<file path="config.mk">
export PLATFORM = sky130hd
export DESIGN_NAME = sram_puf_key_conditioner_unit_flat
export DESIGN_NICKNAME = d
export VERILOG_FILES = /design/src/design/spkc_pkg.sv /design/src/design/spkc_if.sv /design/src/design/spkc_front.sv /design/src/design/spkc_queue.sv /design/src/design/spkc_back.sv /design/src/design/sram_puf_key_conditioner_unit.sv /design/src/flat_wrapper.sv
export SDC_FILE = /design/constraint.sdc
export NUM_CORES = 1
export LEC_CHECK = 0
export BUFFER_PORTS_ARGS = -buffer_cell sky130_fd_sc_hd__buf_2
export CORE_UTILIZATION = 41
export CTS_BUF_LIST = sky130_fd_sc_hd__clkbuf_4
export DETAILED_ROUTE_END_ITERATION = 10
export PLACE_DENSITY = 0.7
export SKIP_LAST_GASP = 1
export SYNTH_ARGS = -nofsm -noshare
export SYNTH_HDL_FRONTEND = slang
export SYNTH_SLANG_ARGS = --single-unit
</file>
<file path="constraint.sdc">
create_clock -name clk -period 4 [get_ports clk]
set_input_delay 0.6 -clock clk [delete_from_list [all_inputs] [get_ports clk]]
set_output_delay 0.6 -clock clk [all_outputs]
set_load 0.01 [all_outputs]
</file>
<file path="src/design/spkc_pkg.sv">
// Shared types, constants and helper functions for the SRAM PUF key conditioner.
package spkc_pkg;

    localparam int BYTE_W    = 8;
    localparam int CRC_W     = 16;
    localparam int COUNT_W   = 11;
    localparam int ONES_W    = 4;
    localparam int QUEUE_DEPTH = 2;
    localparam int QPTR_W    = 1;
    localparam int QCNT_W    = 2;
    localparam int CFG_IDX_W = 1;
    localparam int CFG_DATA_W = 1;

    localparam logic [CRC_W-1:0]   CRC_INIT  = 16'hFFFF;
    localparam logic [CRC_W-1:0]   CRC_POLY  = 16'h1021;
    localparam logic [COUNT_W-1:0] COUNT_MAX = '1;

    // Configuration register indexes
    localparam logic [CFG_IDX_W-1:0] CFG_CLEAR_HISTORY = 1'd0;
    localparam logic [CFG_IDX_W-1:0] CFG_MASKED_SEED   = 1'd1;

    // One classified item passed from front to back
    typedef struct packed {
        logic [BYTE_W-1:0] sram_byte;
        logic [BYTE_W-1:0] mask_byte;
        logic [BYTE_W-1:0] stable_byte;
        logic [ONES_W-1:0] raw_ones;
        logic [ONES_W-1:0] saved_ones;
        logic [ONES_W-1:0] mask_ones;
        logic [ONES_W-1:0] stable_ones;
        logic              last_byte;
        logic              clear;
    } spkc_item_t;

    function automatic logic [ONES_W-1:0] ones8(input logic [BYTE_W-1:0] v);
        logic [ONES_W-1:0] n;
        n = '0;
        for (int i = 0; i < BYTE_W; i++)
        begin
            n = n + ONES_W'(v[i]);
        end
        return n;
    endfunction

    // CRC-16/CCITT-FALSE, MSB first, one byte
    function automatic logic [CRC_W-1:0] crc_byte(input logic [CRC_W-1:0] crc_in,
                                                  input logic [BYTE_W-1:0] b);
        logic [CRC_W-1:0] c;
        c = crc_in ^ {b, {(CRC_W-BYTE_W){1'b0}}};
        for (int i = 0; i < BYTE_W; i++)
        begin
            if (c[CRC_W-1])
                c = {c[CRC_W-2:0], 1'b0} ^ CRC_POLY;
            else
                c = {c[CRC_W-2:0], 1'b0};
        end
        return c;
    endfunction

    function automatic logic [COUNT_W-1:0] sat_add(input logic [COUNT_W-1:0] total,
                                                   input logic [ONES_W-1:0] n);
        logic [COUNT_W:0] s;
        s = {1'b0, total} + (COUNT_W+1)'(n);
        return s[COUNT_W] ? COUNT_MAX : s[COUNT_W-1:0];
    endfunction

endpackage

</file>
<file path="src/design/spkc_if.sv">
// Channel interfaces: input bytes and result items.
interface spkc_in_if
    import spkc_pkg::*;
();
    logic              valid;
    logic              ready;
    logic [BYTE_W-1:0] sram_byte;
    logic [BYTE_W-1:0] saved_key_byte;
    logic [BYTE_W-1:0] saved_mask_byte;
    logic              last_byte;

    modport source (output valid, sram_byte, saved_key_byte, saved_mask_byte, last_byte,
                    input ready);
    modport sink   (input valid, sram_byte, saved_key_byte, saved_mask_byte, last_byte,
                    output ready);
endinterface

interface spkc_out_if
    import spkc_pkg::*;
();
    logic               valid;
    logic               ready;
    logic [BYTE_W-1:0]  new_key_byte;
    logic [BYTE_W-1:0]  new_mask_byte;
    logic [BYTE_W-1:0]  stable_key_byte;
    logic               block_done;
    logic [CRC_W-1:0]   seed;
    logic [COUNT_W-1:0] raw_ones;
    logic [COUNT_W-1:0] saved_ones;
    logic [COUNT_W-1:0] mask_ones;
    logic [COUNT_W-1:0] stable_ones;

    modport source (output valid, new_key_byte, new_mask_byte, stable_key_byte, block_done,
                    seed, raw_ones, saved_ones, mask_ones, stable_ones,
                    input ready);
    modport sink   (input valid, new_key_byte, new_mask_byte, stable_key_byte, block_done,
                    seed, raw_ones, saved_ones, mask_ones, stable_ones,
                    output ready);
endinterface

</file>
<file path="src/design/spkc_front.sv">
// Front end: accepts input bytes, builds mask and stable byte, counts bits.
module spkc_front
    import spkc_pkg::*;
(
    spkc_in_if.sink    sram,
    input  logic       clear_history,
    input  logic       q_ready,
    output logic       q_push,
    output spkc_item_t q_item
);

    logic [BYTE_W-1:0] mask;
    logic [BYTE_W-1:0] stable;

    // New mask is the saved mask plus the bits that differ from the saved key
    assign mask   = sram.saved_mask_byte | (sram.sram_byte ^ sram.saved_key_byte);
    assign stable = sram.sram_byte & ~mask;

    assign sram.ready = q_ready;
    assign q_push     = sram.valid && q_ready;

    always_comb
    begin
        q_item.sram_byte   = sram.sram_byte;
        q_item.mask_byte   = mask;
        q_item.stable_byte = stable;
        q_item.raw_ones    = ones8(sram.sram_byte);
        q_item.saved_ones  = ones8(sram.saved_key_byte);
        q_item.mask_ones   = ones8(mask);
        q_item.stable_ones = ones8(stable);
        q_item.last_byte   = sram.last_byte;
        q_item.clear       = clear_history;
    end

endmodule

</file>
<file path="src/design/spkc_queue.sv">
// Two-entry queue between front and back.
module spkc_queue
    import spkc_pkg::*;
(
    input  logic       clk,
    input  logic       rst_n,
    input  logic       push,
    input  spkc_item_t push_item,
    output logic       push_ready,
    input  logic       pop,
    output logic       pop_valid,
    output spkc_item_t pop_item
);

    spkc_item_t        mem_reg [QUEUE_DEPTH];
    logic [QPTR_W-1:0] wr_ptr_reg;
    logic [QPTR_W-1:0] rd_ptr_reg;
    logic [QCNT_W-1:0] count_reg;
    logic [QCNT_W-1:0] count_next;

    assign push_ready = (count_reg != QCNT_W'(QUEUE_DEPTH));
    assign pop_valid  = (count_reg != '0);
    assign pop_item   = mem_reg[rd_ptr_reg];

    always_comb
    begin
        count_next = count_reg;
        if (push && !pop)
            count_next = count_reg + 1'b1;
        else if (!push && pop)
            count_next = count_reg - 1'b1;
    end

    // Pointers and fill count
    always_ff @(posedge clk or negedge rst_n)
    begin
        if (!rst_n)
        begin
            wr_ptr_reg <= '0;
            rd_ptr_reg <= '0;
            count_reg  <= '0;
        end
        else
        begin
            if (push)
                wr_ptr_reg <= wr_ptr_reg + 1'b1;
            if (pop)
                rd_ptr_reg <= rd_ptr_reg + 1'b1;
            count_reg <= count_next;
        end
    end

    // Storage
    always_ff @(posedge clk)
    begin
        if (push)
            mem_reg[wr_ptr_reg] <= push_item;
    end

endmodule

</file>
<file path="src/design/spkc_back.sv">
// Back end: running totals, the two CRCs and the result register.
module spkc_back
    import spkc_pkg::*;
(
    input  logic        clk,
    input  logic        rst_n,
    input  logic        masked_seed,
    input  logic        q_valid,
    input  spkc_item_t  q_item,
    output logic        q_pop,
    spkc_out_if.source  result
);

    logic [CRC_W-1:0]   crc_raw_reg;
    logic [CRC_W-1:0]   crc_stable_reg;
    logic [COUNT_W-1:0] count_raw_reg;
    logic [COUNT_W-1:0] count_saved_reg;
    logic [COUNT_W-1:0] count_mask_reg;
    logic [COUNT_W-1:0] count_stable_reg;
    logic               out_valid_reg;

    logic [CRC_W-1:0]   crc_raw_next;
    logic [CRC_W-1:0]   crc_stable_next;
    logic [COUNT_W-1:0] count_raw_next;
    logic [COUNT_W-1:0] count_saved_next;
    logic [COUNT_W-1:0] count_mask_next;
    logic [COUNT_W-1:0] count_stable_next;
    logic [CRC_W-1:0]   seed_next;

    logic [BYTE_W-1:0]  key_reg;
    logic [BYTE_W-1:0]  mask_reg;
    logic [BYTE_W-1:0]  stable_reg;
    logic               done_reg;
    logic [CRC_W-1:0]   seed_reg;
    logic [COUNT_W-1:0] raw_ones_reg;
    logic [COUNT_W-1:0] saved_ones_reg;
    logic [COUNT_W-1:0] mask_ones_reg;
    logic [COUNT_W-1:0] stable_ones_reg;

    // Take an item when the result register is free or being emptied
    assign q_pop = q_valid && (!out_valid_reg || result.ready);

    // Updated totals and CRCs including this byte
    always_comb
    begin
        crc_raw_next      = crc_byte(crc_raw_reg, q_item.sram_byte);
        crc_stable_next   = crc_byte(crc_stable_reg, q_item.stable_byte);
        count_raw_next    = sat_add(count_raw_reg, q_item.raw_ones);
        count_saved_next  = sat_add(count_saved_reg, q_item.saved_ones);
        count_mask_next   = sat_add(count_mask_reg, q_item.mask_ones);
        count_stable_next = sat_add(count_stable_reg, q_item.stable_ones);
        seed_next         = '0;
        if (q_item.last_byte && !q_item.clear)
            seed_next = masked_seed ? crc_stable_next : crc_raw_next;
    end

    // Block state, re-armed after the last byte
    always_ff @(posedge clk or negedge rst_n)
    begin
        if (!rst_n)
        begin
            crc_raw_reg      <= CRC_INIT;
            crc_stable_reg   <= CRC_INIT;
            count_raw_reg    <= '0;
            count_saved_reg  <= '0;
            count_mask_reg   <= '0;
            count_stable_reg <= '0;
            out_valid_reg    <= 1'b0;
        end
        else
        begin
            if (q_pop)
            begin
                if (q_item.last_byte)
                begin
                    crc_raw_reg      <= CRC_INIT;
                    crc_stable_reg   <= CRC_INIT;
                    count_raw_reg    <= '0;
                    count_saved_reg  <= '0;
                    count_mask_reg   <= '0;
                    count_stable_reg <= '0;
                end
                else
                begin
                    crc_raw_reg      <= crc_raw_next;
                    crc_stable_reg   <= crc_stable_next;
                    count_raw_reg    <= count_raw_next;
                    count_saved_reg  <= count_saved_next;
                    count_mask_reg   <= count_mask_next;
                    count_stable_reg <= count_stable_next;
                end
            end
            if (q_pop)
                out_valid_reg <= 1'b1;
            else if (result.ready)
                out_valid_reg <= 1'b0;
        end
    end

    // Result payload
    always_ff @(posedge clk)
    begin
        if (q_pop)
        begin
            key_reg         <= q_item.sram_byte;
            mask_reg        <= q_item.clear ? '0 : q_item.mask_byte;
            stable_reg      <= q_item.clear ? '0 : q_item.stable_byte;
            done_reg        <= q_item.last_byte;
            seed_reg        <= seed_next;
            raw_ones_reg    <= count_raw_next;
            saved_ones_reg  <= count_saved_next;
            mask_ones_reg   <= count_mask_next;
            stable_ones_reg <= count_stable_next;
        end
    end

    assign result.valid           = out_valid_reg;
    assign result.new_key_byte    = key_reg;
    assign result.new_mask_byte   = mask_reg;
    assign result.stable_key_byte = stable_reg;
    assign result.block_done      = done_reg;
    assign result.seed            = seed_reg;
    assign result.raw_ones        = raw_ones_reg;
    assign result.saved_ones      = saved_ones_reg;
    assign result.mask_ones       = mask_ones_reg;
    assign result.stable_ones     = stable_ones_reg;

endmodule

</file>
<file path="src/design/sram_puf_key_conditioner_unit.sv">
// Top level of the SRAM PUF key conditioner: config registers, front, queue, back.
//
//  Port      | Dir  | Item
//  ----------+------+--------------------------------------------------------
//  sram      | in   | raw byte, saved key byte, saved mask byte, last flag
//  result    | out  | key/mask/stable bytes, done flag, seed, four bit totals
//  cfg_*     | in   | write-only registers: clear_history, masked_seed
//
// One byte per cycle sustained while results are taken; the CRC and popcount update
// of the back end is combinational, so an accepted byte passes the queue storage
// and then the result register before its result is valid.
// Reset returns both CRCs to 0xFFFF, the totals and control registers to zero; no
// clearing pass is needed. A stalled result holds in the output register while
// the two-entry queue keeps taking bytes until it is full.
module sram_puf_key_conditioner_unit
    import spkc_pkg::*;
(
    input  logic                  clk,
    input  logic                  rst_n,
    spkc_in_if.sink               sram,
    spkc_out_if.source            result,
    input  logic                  cfg_we,
    input  logic [CFG_IDX_W-1:0]  cfg_index,
    input  logic [CFG_DATA_W-1:0] cfg_data
);

    logic       clear_history_reg;
    logic       masked_seed_reg;
    logic       q_ready;
    logic       q_push;
    logic       q_pop;
    logic       q_valid;
    spkc_item_t push_item;
    spkc_item_t pop_item;

    // Configuration registers
    always_ff @(posedge clk or negedge rst_n)
    begin
        if (!rst_n)
        begin
            clear_history_reg <= 1'b0;
            masked_seed_reg   <= 1'b0;
        end
        else if (cfg_we)
        begin
            case (cfg_index)
                CFG_CLEAR_HISTORY: clear_history_reg <= cfg_data[0];
                CFG_MASKED_SEED:   masked_seed_reg   <= cfg_data[0];
                default: ;
            endcase
        end
    end

    spkc_front u_front (
        .sram          (sram),
        .clear_history (clear_history_reg),
        .q_ready       (q_ready),
        .q_push        (q_push),
        .q_item        (push_item)
    );

    spkc_queue u_queue (
        .clk        (clk),
        .rst_n      (rst_n),
        .push       (q_push),
        .push_item  (push_item),
        .push_ready (q_ready),
        .pop        (q_pop),
        .pop_valid  (q_valid),
        .pop_item   (pop_item)
    );

    spkc_back u_back (
        .clk         (clk),
        .rst_n       (rst_n),
        .masked_seed (masked_seed_reg),
        .q_valid     (q_valid),
        .q_item      (pop_item),
        .q_pop       (q_pop),
        .result      (result)
    );

endmodule

</file>
<file path="src/flat_wrapper.sv">
// flat-port wrapper written by rule: the top's interface ports become plain ports
module sram_puf_key_conditioner_unit_flat import spkc_pkg::*;
  (clk, rst_n, cfg_we, cfg_index, cfg_data, sram_valid, sram_sram_byte, sram_saved_key_byte, sram_saved_mask_byte, sram_last_byte, sram_ready, result_valid, result_new_key_byte, result_new_mask_byte, result_stable_key_byte, result_block_done, result_seed, result_raw_ones, result_saved_ones, result_mask_ones, result_stable_ones, result_ready);
  spkc_in_if sram_i ();
  spkc_out_if result_i ();
  input  logic clk;
  input  logic rst_n;
  input  logic cfg_we;
  input  logic [CFG_IDX_W-1:0] cfg_index;
  input  logic [CFG_DATA_W-1:0] cfg_data;
  input wire logic [$bits(sram_i.valid)-1:0] sram_valid;
  input wire logic [$bits(sram_i.sram_byte)-1:0] sram_sram_byte;
  input wire logic [$bits(sram_i.saved_key_byte)-1:0] sram_saved_key_byte;
  input wire logic [$bits(sram_i.saved_mask_byte)-1:0] sram_saved_mask_byte;
  input wire logic [$bits(sram_i.last_byte)-1:0] sram_last_byte;
  output wire logic [$bits(sram_i.ready)-1:0] sram_ready;
  output wire logic [$bits(result_i.valid)-1:0] result_valid;
  output wire logic [$bits(result_i.new_key_byte)-1:0] result_new_key_byte;
  output wire logic [$bits(result_i.new_mask_byte)-1:0] result_new_mask_byte;
  output wire logic [$bits(result_i.stable_key_byte)-1:0] result_stable_key_byte;
  output wire logic [$bits(result_i.block_done)-1:0] result_block_done;
  output wire logic [$bits(result_i.seed)-1:0] result_seed;
  output wire logic [$bits(result_i.raw_ones)-1:0] result_raw_ones;
  output wire logic [$bits(result_i.saved_ones)-1:0] result_saved_ones;
  output wire logic [$bits(result_i.mask_ones)-1:0] result_mask_ones;
  output wire logic [$bits(result_i.stable_ones)-1:0] result_stable_ones;
  input wire logic [$bits(result_i.ready)-1:0] result_ready;
  assign sram_i.valid = sram_valid;
  assign sram_i.sram_byte = sram_sram_byte;
  assign sram_i.saved_key_byte = sram_saved_key_byte;
  assign sram_i.saved_mask_byte = sram_saved_mask_byte;
  assign sram_i.last_byte = sram_last_byte;
  assign sram_ready = sram_i.ready;
  assign result_valid = result_i.valid;
  assign result_new_key_byte = result_i.new_key_byte;
  assign result_new_mask_byte = result_i.new_mask_byte;
  assign result_stable_key_byte = result_i.stable_key_byte;
  assign result_block_done = result_i.block_done;
  assign result_seed = result_i.seed;
  assign result_raw_ones = result_i.raw_ones;
  assign result_saved_ones = result_i.saved_ones;
  assign result_mask_ones = result_i.mask_ones;
  assign result_stable_ones = result_i.stable_ones;
  assign result_i.ready = result_ready;
  sram_puf_key_conditioner_unit u_core (.clk(clk), .rst_n(rst_n), .sram(sram_i), .result(result_i), .cfg_we(cfg_we), .cfg_index(cfg_index), .cfg_data(cfg_data));
endmodule
</file>
==> impl_metrics.yaml, run 1 <==
setup_path:
  cp-start-kind: "register"
  ff2ff_path_depth: 8
  timing.rr.start: "u_core.u_queue.rd_ptr_reg"
  path_max_fanout: 21
  crit_required_ps: 4540
  r2r_setup_slack_ps: 650
  crit_path_end: "u_core.u_back.count_mask_reg[10]"
  reg2reg_to: "u_core.u_back.count_mask_reg[10]"
  cp.arrival_ps: 3890
  critical_path_class: "register to register"
  startpoint: "u_core.u_queue.rd_ptr_reg"
  crit_path_end_kind: "register"
cts:
  cts_buffer_depth: 3
  cts.reportedPaths.clkPinSlew_ps: 70
  h-tree-depth: 3
  root_buffer: "clkbuf_4"
  cts_buffers: 67
  post-cts-setup-buffer-count: 0
  clock_latency_ps: 680
  clock-sinks: 252
  ctsResizeCount: 0
  cts_tree: "built"
yosys:
  ys_warn_count: 0
  ys_seq_area_frac: 0.586
  synthCells: 942
  syn_avg_cell_area_um2: 13.0
  syn-num-nets: 1023
  yosys_register_bits: 252
  yosysUniqueCellTypes: 59
  syn_area_um2: 12300
  synthArstFlopShare: 0.329
  synth_edf_count: 169
  yosys_most_used_dff: "edfxtp_1"
floorplan:
  coreArea_um2: 29100
  start_util: 0.422
  die_w_um: 175
  ios: 119
  rows: 62
  die_h_um: 175
  dieArea_um2: 30600
final_layout:
  area_growth_pct: 16.1
  largest_register_ffs: 84
  mostFrequentLayoutCells: "edfxtp_1, buf_2, clkbuf_4, nor2_1, inv_1"
  utilization: 0.490
  fin_area_um2: 14300
  drive_above_1_share: 0.288
  layout_commonest_cell: "edfxtp_1"
  nets: 1185
grt:
  antenna_found_initial: 1
  grt_overflow_total: 0
  grt_max_degree: 84
  grt_pass1_wl_um: 42100
  grt_use_total: 0.177
  grt_pass1_vias: 7931
power_and_ir_drop:
  cellLeakagePower_nw: 5.96
  pwr_density_cell_nw_per_um2: 852
  vdd_drop_max_uv: 405
timing:
  slew_headroom: 0.298
  finalHoldViolCount: 0
  setup_tns_ps: 0
  period_share: 0.836
  fmax_ghz: 0.299
  setup_viol_count_final: 0
  slew_viol_final: 0
  grt_setup_unrepaired: "no"
  worst_slew_pin_slew_ps: 1050
  clock_skew_ps: 47.1
  min_period_ps: 3350
route:
  vias: 7870
  drc: 0
  first_pass_iters: 5
  antenna_left: 0
  wl_per_cell_um: 17.2
  drt_iter0_markers: 425
  drt_wl_total_um: 26600
  vias_per_cell: 5.10
place:
  dp_hpwl_um: 18100
  placed_area_um2: 13300
  gp_congestion: 0.861
  port_buffers: 118
hold_path:
  hp-class: "input pin to register"
  whs_path_depth: 1
outcome:
  status: "complete, no violations"
flow_run:
  max_cap_violations: 0
## report_power, final
group	internal [mW]	total [mW]	switching (mW)
Combinational	2.16	5.24	3.08
Clock	1.35	2.42	1.07
Sequential	4.07	4.49	0.418
## layout make-up
class	count	area [µm²]
antenna	1	2.50
timing repair buffer	134	728
clock buffer	93	698
multi-input combinational	592	4700
tap	384	480
inverter	57	219
clock inverter	30	230
fill	2612	14800
sequential	252	7190
## cell usage after synthesis (8+ instances only)
| library cell | n | area share |
|---|---|---|
| nand2b_1 | 16 | 0.0082 |
| o22a_1 | 11 | 0.0078 |
| fa_1 | 20 | 0.033 |
| a21o_1 | 9 | 0.0055 |
| inv_1 | 56 | 0.017 |
| nand2_1 | 47 | 0.014 |
| a22o_1 | 16 | 0.011 |
| xnor3_1 | 8 | 0.015 |
| nand3_1 | 14 | 0.0057 |
| mux2i_1 | 26 | 0.021 |
| a31oi_1 | 23 | 0.012 |
| nor3_1 | 25 | 0.010 |
| nor2_1 | 86 | 0.026 |
| clkbuf_1 | 29 | 0.0089 |
| a211oi_1 | 13 | 0.0079 |
| a21oi_1 | 39 | 0.016 |
| nor4_1 | 9 | 0.0046 |
| nor2b_1 | 12 | 0.0061 |
| dfrtp_1 | 51 | 0.10 |
| ha_1 | 29 | 0.030 |
| xor2_1 | 21 | 0.015 |
| xnor2_1 | 35 | 0.025 |
| mux2_2 | 34 | 0.031 |
| edfxtp_1 | 169 | 0.41 |
| o21ai_0 | 21 | 0.0086 |
| xnor2_2 | 11 | 0.015 |
| dfstp_2 | 32 | 0.068 |
## worst min path at each step
stage / startpoint / end / slack [ps]
2_1_floorplan: rst_n / u_core.clear_history_reg / 300
3_3_place_gp: u_core.clear_history_reg / u_core.u_queue.mem_reg[0][0] / 480
3_5_place_dp: u_core.clear_history_reg / u_core.u_queue.mem_reg[1][0] / 490
4_1_cts: sram_last_byte / u_core.u_queue.mem_reg[0][1] / 70
5_1_grt: sram_last_byte / u_core.u_queue.mem_reg[1][1] / 70
6_report: sram_last_byte / u_core.u_queue.mem_reg[1][1] / 130
## per-layer routing
metal  part of all wire  routed length [µm]  global-route usage  up-vias
met1               0.46               12300               0.240     3816
li1                   -                   -                   -     3771
met2               0.46               12300               0.274      235
met5                  0                   0                   0        -
met3              0.050                1340              0.0396       48
met4              0.024                 633              0.0721        0
## logic make-up (layout without fill, tap and decap cells)
group	Yosys count	after routing	share of synthesized area
AND/OR/NAND/NOR	246	246	0.0965
buffers and inverters	98	314	0.0332
other	0	1	0
adder cells (fa/ha/maj)	49	49	0.0621
AO/OA/AOI/OAI	150	150	0.0809
multiplexers	62	62	0.0554
XOR/XNOR	85	85	0.0862
flip-flops	252	252	0.586
## worst max-delay path, stage by stage (launching register included)
cell	delay, ps
dfrtp_2	740
buf_4	340
mux2_2	410
ha_1	290
a21o_1	190
a211oi_2	470
o21ai_0	200
or4_1	420
o211a_1	140
## repair_timing
| action | 4_1_cts | 5_1_grt |
|---|---|---|
| hold endpoints to repair | 16 | 0 |
| setup endpoints to repair | 0 | 0 |
| hold buffers | 1 | 0 |
## metrics by stage
stage | worst slack [ps] | std cells | total power [mW] | hold WS, ps
after floorplan | 380 | 942 | 8.22 | 304
after global placement | 226 | 1418 | 9.66 | 478
after detailed placement | 68.9 | 1418 | 9.79 | 487
after CTS | 677 | 1542 | 12.3 | 72.7
after global routing | 526 | 1543 | 12.9 | 73.5
final | 655 | 1543 | 12.1 | 130
Power figures use the tool's default switching activity.
==> inputs of run 2 (changes only) <==
ABC_AREA = 1   (was unset)
PLACE_DENSITY = 0.68   (was 0.7)
clock period = 3.2 ns   (was 4 ns; I/O delays follow)
==> run 2 against run 1 <==
  * Setup slack got worse by 430 ps
  * First-iteration DRC count increased by 41%
  * Flip-flop and latch count unchanged
  * Sequential share of layout area decreased by 1.1 points
  * Cell count increased by 28%
  * Critical path depth increased by 6
  * Clock skew decreased by 14 ps
  * Count of clock-buffer cells in the layout increased by 13
  * Non-clock buffer count increased by 21
  * Clock power increased by 15%
  * Core utilization about the same
  * Via count increased by 22%
  * Critical endpoint is now u_core.u_queue.mem_reg[0][3]
==> impl_metrics.yaml, run 2 <==
outcome:
  status: "complete, no violations"
final_layout:
  area_growth_pct: 17.6
  nets: 1614
  mostFrequentLayoutCells: "nand2_1, inv_1, edfxtp_1, buf_2, nand3_1"
  drive_above_1_share: 0.203
  multiInputGateArea_um2: 4420
  layout_commonest_cell: "nand2_1"
  nFillCells: 2777
  largest_register_ffs: 84
  final-seq-area_um2: 7190
yosys:
  synthTopCellsByCount: "nand2_1, inv_1, edfxtp_1"
  syn_avg_cell_area_um2: 9.25
  yosys_register_bits: 252
  syn_area_um2: 12400
  synthCells: 1339
  muxShareOfSynthArea: 0
  yosys_most_used_dff: "edfxtp_1"
  synth_edf_count: 169
  ys_warn_count: 0
  yosysUniqueCellTypes: 33
  synthXorXnorAreaFrac: 0.0205
  ys_seq_area_frac: 0.581
  yosysMostFrequentCell: "nand2_1"
  synth.area.top_cells: "edfxtp_1, nand2_1, dfrtp_1, dfstp_2, inv_1"
  synth-compound-area-share: 0.0426
  synth_top_area_frac: 0.410
  synth_top_area_cell: "edfxtp_1"
  syn-num-nets: 1420
  synth_fa_ha_area_frac: 0.0616
  synthArstFlopShare: 0.329
  synth-simple-area-share: 0.225
  synth_top_family_by_area: "simple AND/OR/NAND/NOR gates"
timing:
  period_share: 0.930
  setup_viol_count_final: 0
  worst_slew_pin_slew_ps: 868
  slew_headroom: 0.421
  finalHoldViolCount: 0
  clock_skew_ps: 33.5
  min_period_ps: 2980
  holdWs_ps: 62.5
  fmax_ghz: 0.336
  slew_viol_final: 0
  setup_slack_ps: 225
  grt_setup_unrepaired: "no"
grt:
  grt_pass1_wl_um: 46200
  grt_pass1_vias: 9383
  grt_overflow_total: 0
  antenna_found_initial: 1
  grt_use_total: 0.190
  grt_max_degree: 131
floorplan:
  die_h_um: 176
  die_w_um: 176
  ios: 119
  start_util: 0.417
  dieArea_um2: 30900
  coreArea_um2: 29700
  rows: 63
power_and_ir_drop:
  clock_power_share: 0.198
  swShare: 0.407
  pwr_density_cell_nw_per_um2: 964
  p_sw_mw: 5.71
  internal_power_mw: 8.34
  power_frac_seq: 0.391
  vdd_drop_max_uv: 603
  power_frac_comb: 0.411
  cellLeakagePower_nw: 7.21
setup_path:
  reg2reg_to: "u_core.u_back.result.raw_ones[6]"
  path_max_fanout: 2
  critical_path_class: "input pin to register"
  critical_path.cell_chain: "buf_2, inv_12, nand2_1, inv_1, nor3_4, nand2_2, fa_1, inv_1, fa_1, fa_1, ha_2, inv_2, fa_2, inv_1"
  path_buf_inv: 6
  cp_top_family: "adder cells"
  crit_slowest_cell: "fa_1"
  r2r_setup_slack_ps: 420
  crit_required_ps: 3600
  timing.rr.start: "u_core.u_queue.rd_ptr_reg"
  cp.arrival_ps: 3370
  crit_path_end_kind: "register"
  ff2ff_path_depth: 10
  cpPeakStageDelay_ps: 540
  cp-start-kind: "input pin"
route:
  drt_wl_total_um: 28600
  drt_iter0_markers: 600
  antenna_left: 0
  vias_per_cell: 4.87
  vias: 9621
  wl_per_cell_um: 14.5
  first_pass_iters: 5
  drc: 0
hold_path:
  hp-class: "input pin to register"
  whs_path_depth: 1
  min_from: "sram_last_byte"
  min_to: "u_core.u_queue.mem_reg[0][1]"
cts:
  cts_tree: "built"
  cts.reportedPaths.clkPinSlew_ps: 70
  cts_buffer_depth: 3
  ctsResizeCount: 0
  h-tree-depth: 3
  root_buffer: "clkbuf_4"
  cts_buffers: 66
  clock_latency_ps: 650
  clock-sinks: 252
flow_run:
  max_cap_violations: 0
place:
  port_buffers: 118
  dp_hpwl_um: 20200
  dp_slack_ps: -464
  gp_congestion: 0.849
[run 2: cell count changes in the layout (fill, tap and decap cells not counted), moves of 20 or more]
cell	delta
inv_1	+124
buf_4	+20
mux2i_1	-25
nand2_1	+447
o21ai_0	+28
nand3_1	+98
mux2_2	-34
xnor2_1	-29
nor2_1	-20
a31oi_1	-21
[run 2: worst max path at each step]
stage	from	endpoint	cells after the start
finish	sram_sram_byte[3]	u_core.u_queue.mem_reg[0][3]	14
global route	sram_sram_byte[3]	u_core.u_queue.mem_reg[1][3]	14
CTS	sram_sram_byte[3]	u_core.u_queue.mem_reg[0][3]	14
detailed placement	sram_sram_byte[3]	u_core.u_queue.mem_reg[0][3]	14
global placement	sram_sram_byte[3]	u_core.u_queue.mem_reg[0][3]	14
floorplan	sram_sram_byte[3]	u_core.u_queue.mem_reg[0][3]	12
[run 2: through the flow]
| step | setup TNS [ps] | power [mW] | area, µm² | util | cells |
|---|---|---|---|---|---|
| after floorplan | -564 | 9.39 | 12500 | - | 1339 |
| after global placement | -2940 | 11.2 | 13700 | 0.461 | 1853 |
| after detailed placement | -4070 | 11.3 | 13700 | 0.461 | 1853 |
| after CTS | 0 | 14.2 | 14600 | 0.490 | 1973 |
| after global routing | 0 | 15.2 | 14600 | 0.490 | 1974 |
| final | 0 | 14.0 | 14600 | 0.490 | 1974 |
[run 2: final cells by class]
type                            instances  share of cell area
Antenna cell                            1            0.000172
Clock buffer                          106              0.0546
Clock inverter                         12             0.00335
Inverter                              188              0.0502
Multi-Input combinational cell        870               0.304
Sequential cell                       252               0.494
Tap cell                              390              0.0335
Timing Repair Buffer                  155              0.0610
[run 2: kinds of logic after synthesis]
logic type | count (synthesis)
buf+inv | 217
flops | 252
simple gates | 695
fa+ha+maj | 49
xor+xnor | 29
compound gates | 97
[run 2: power by group through the flow]
stage | Sequential (mW) | Combinational [mW] | Clock (mW)
global placement | 5.53 | 5.64 | 0
CTS | 5.50 | 5.81 | 2.87
finish | 5.49 | 5.78 | 2.78
detailed placement | 5.56 | 5.79 | 0
floorplan | 5.77 | 3.62 | 0
global route | 5.60 | 6.52 | 3.04
[run 2: what timing repair did]
item | CTS | global route
hold buffers | 2 | 0
endpoints found under the hold margin | 52 | 0
setup buffers | 0 | 0
endpoints found under the setup margin | 0 | 0
[run 2: routing by layer]
metal	global-route usage	vias up	share of wire
li1	-	4732	-
met1	0.252	4552	0.44
met2	0.302	281	0.47
met3	0.0329	56	0.056
met4	0.0906	0	0.030
met5	0	-	0
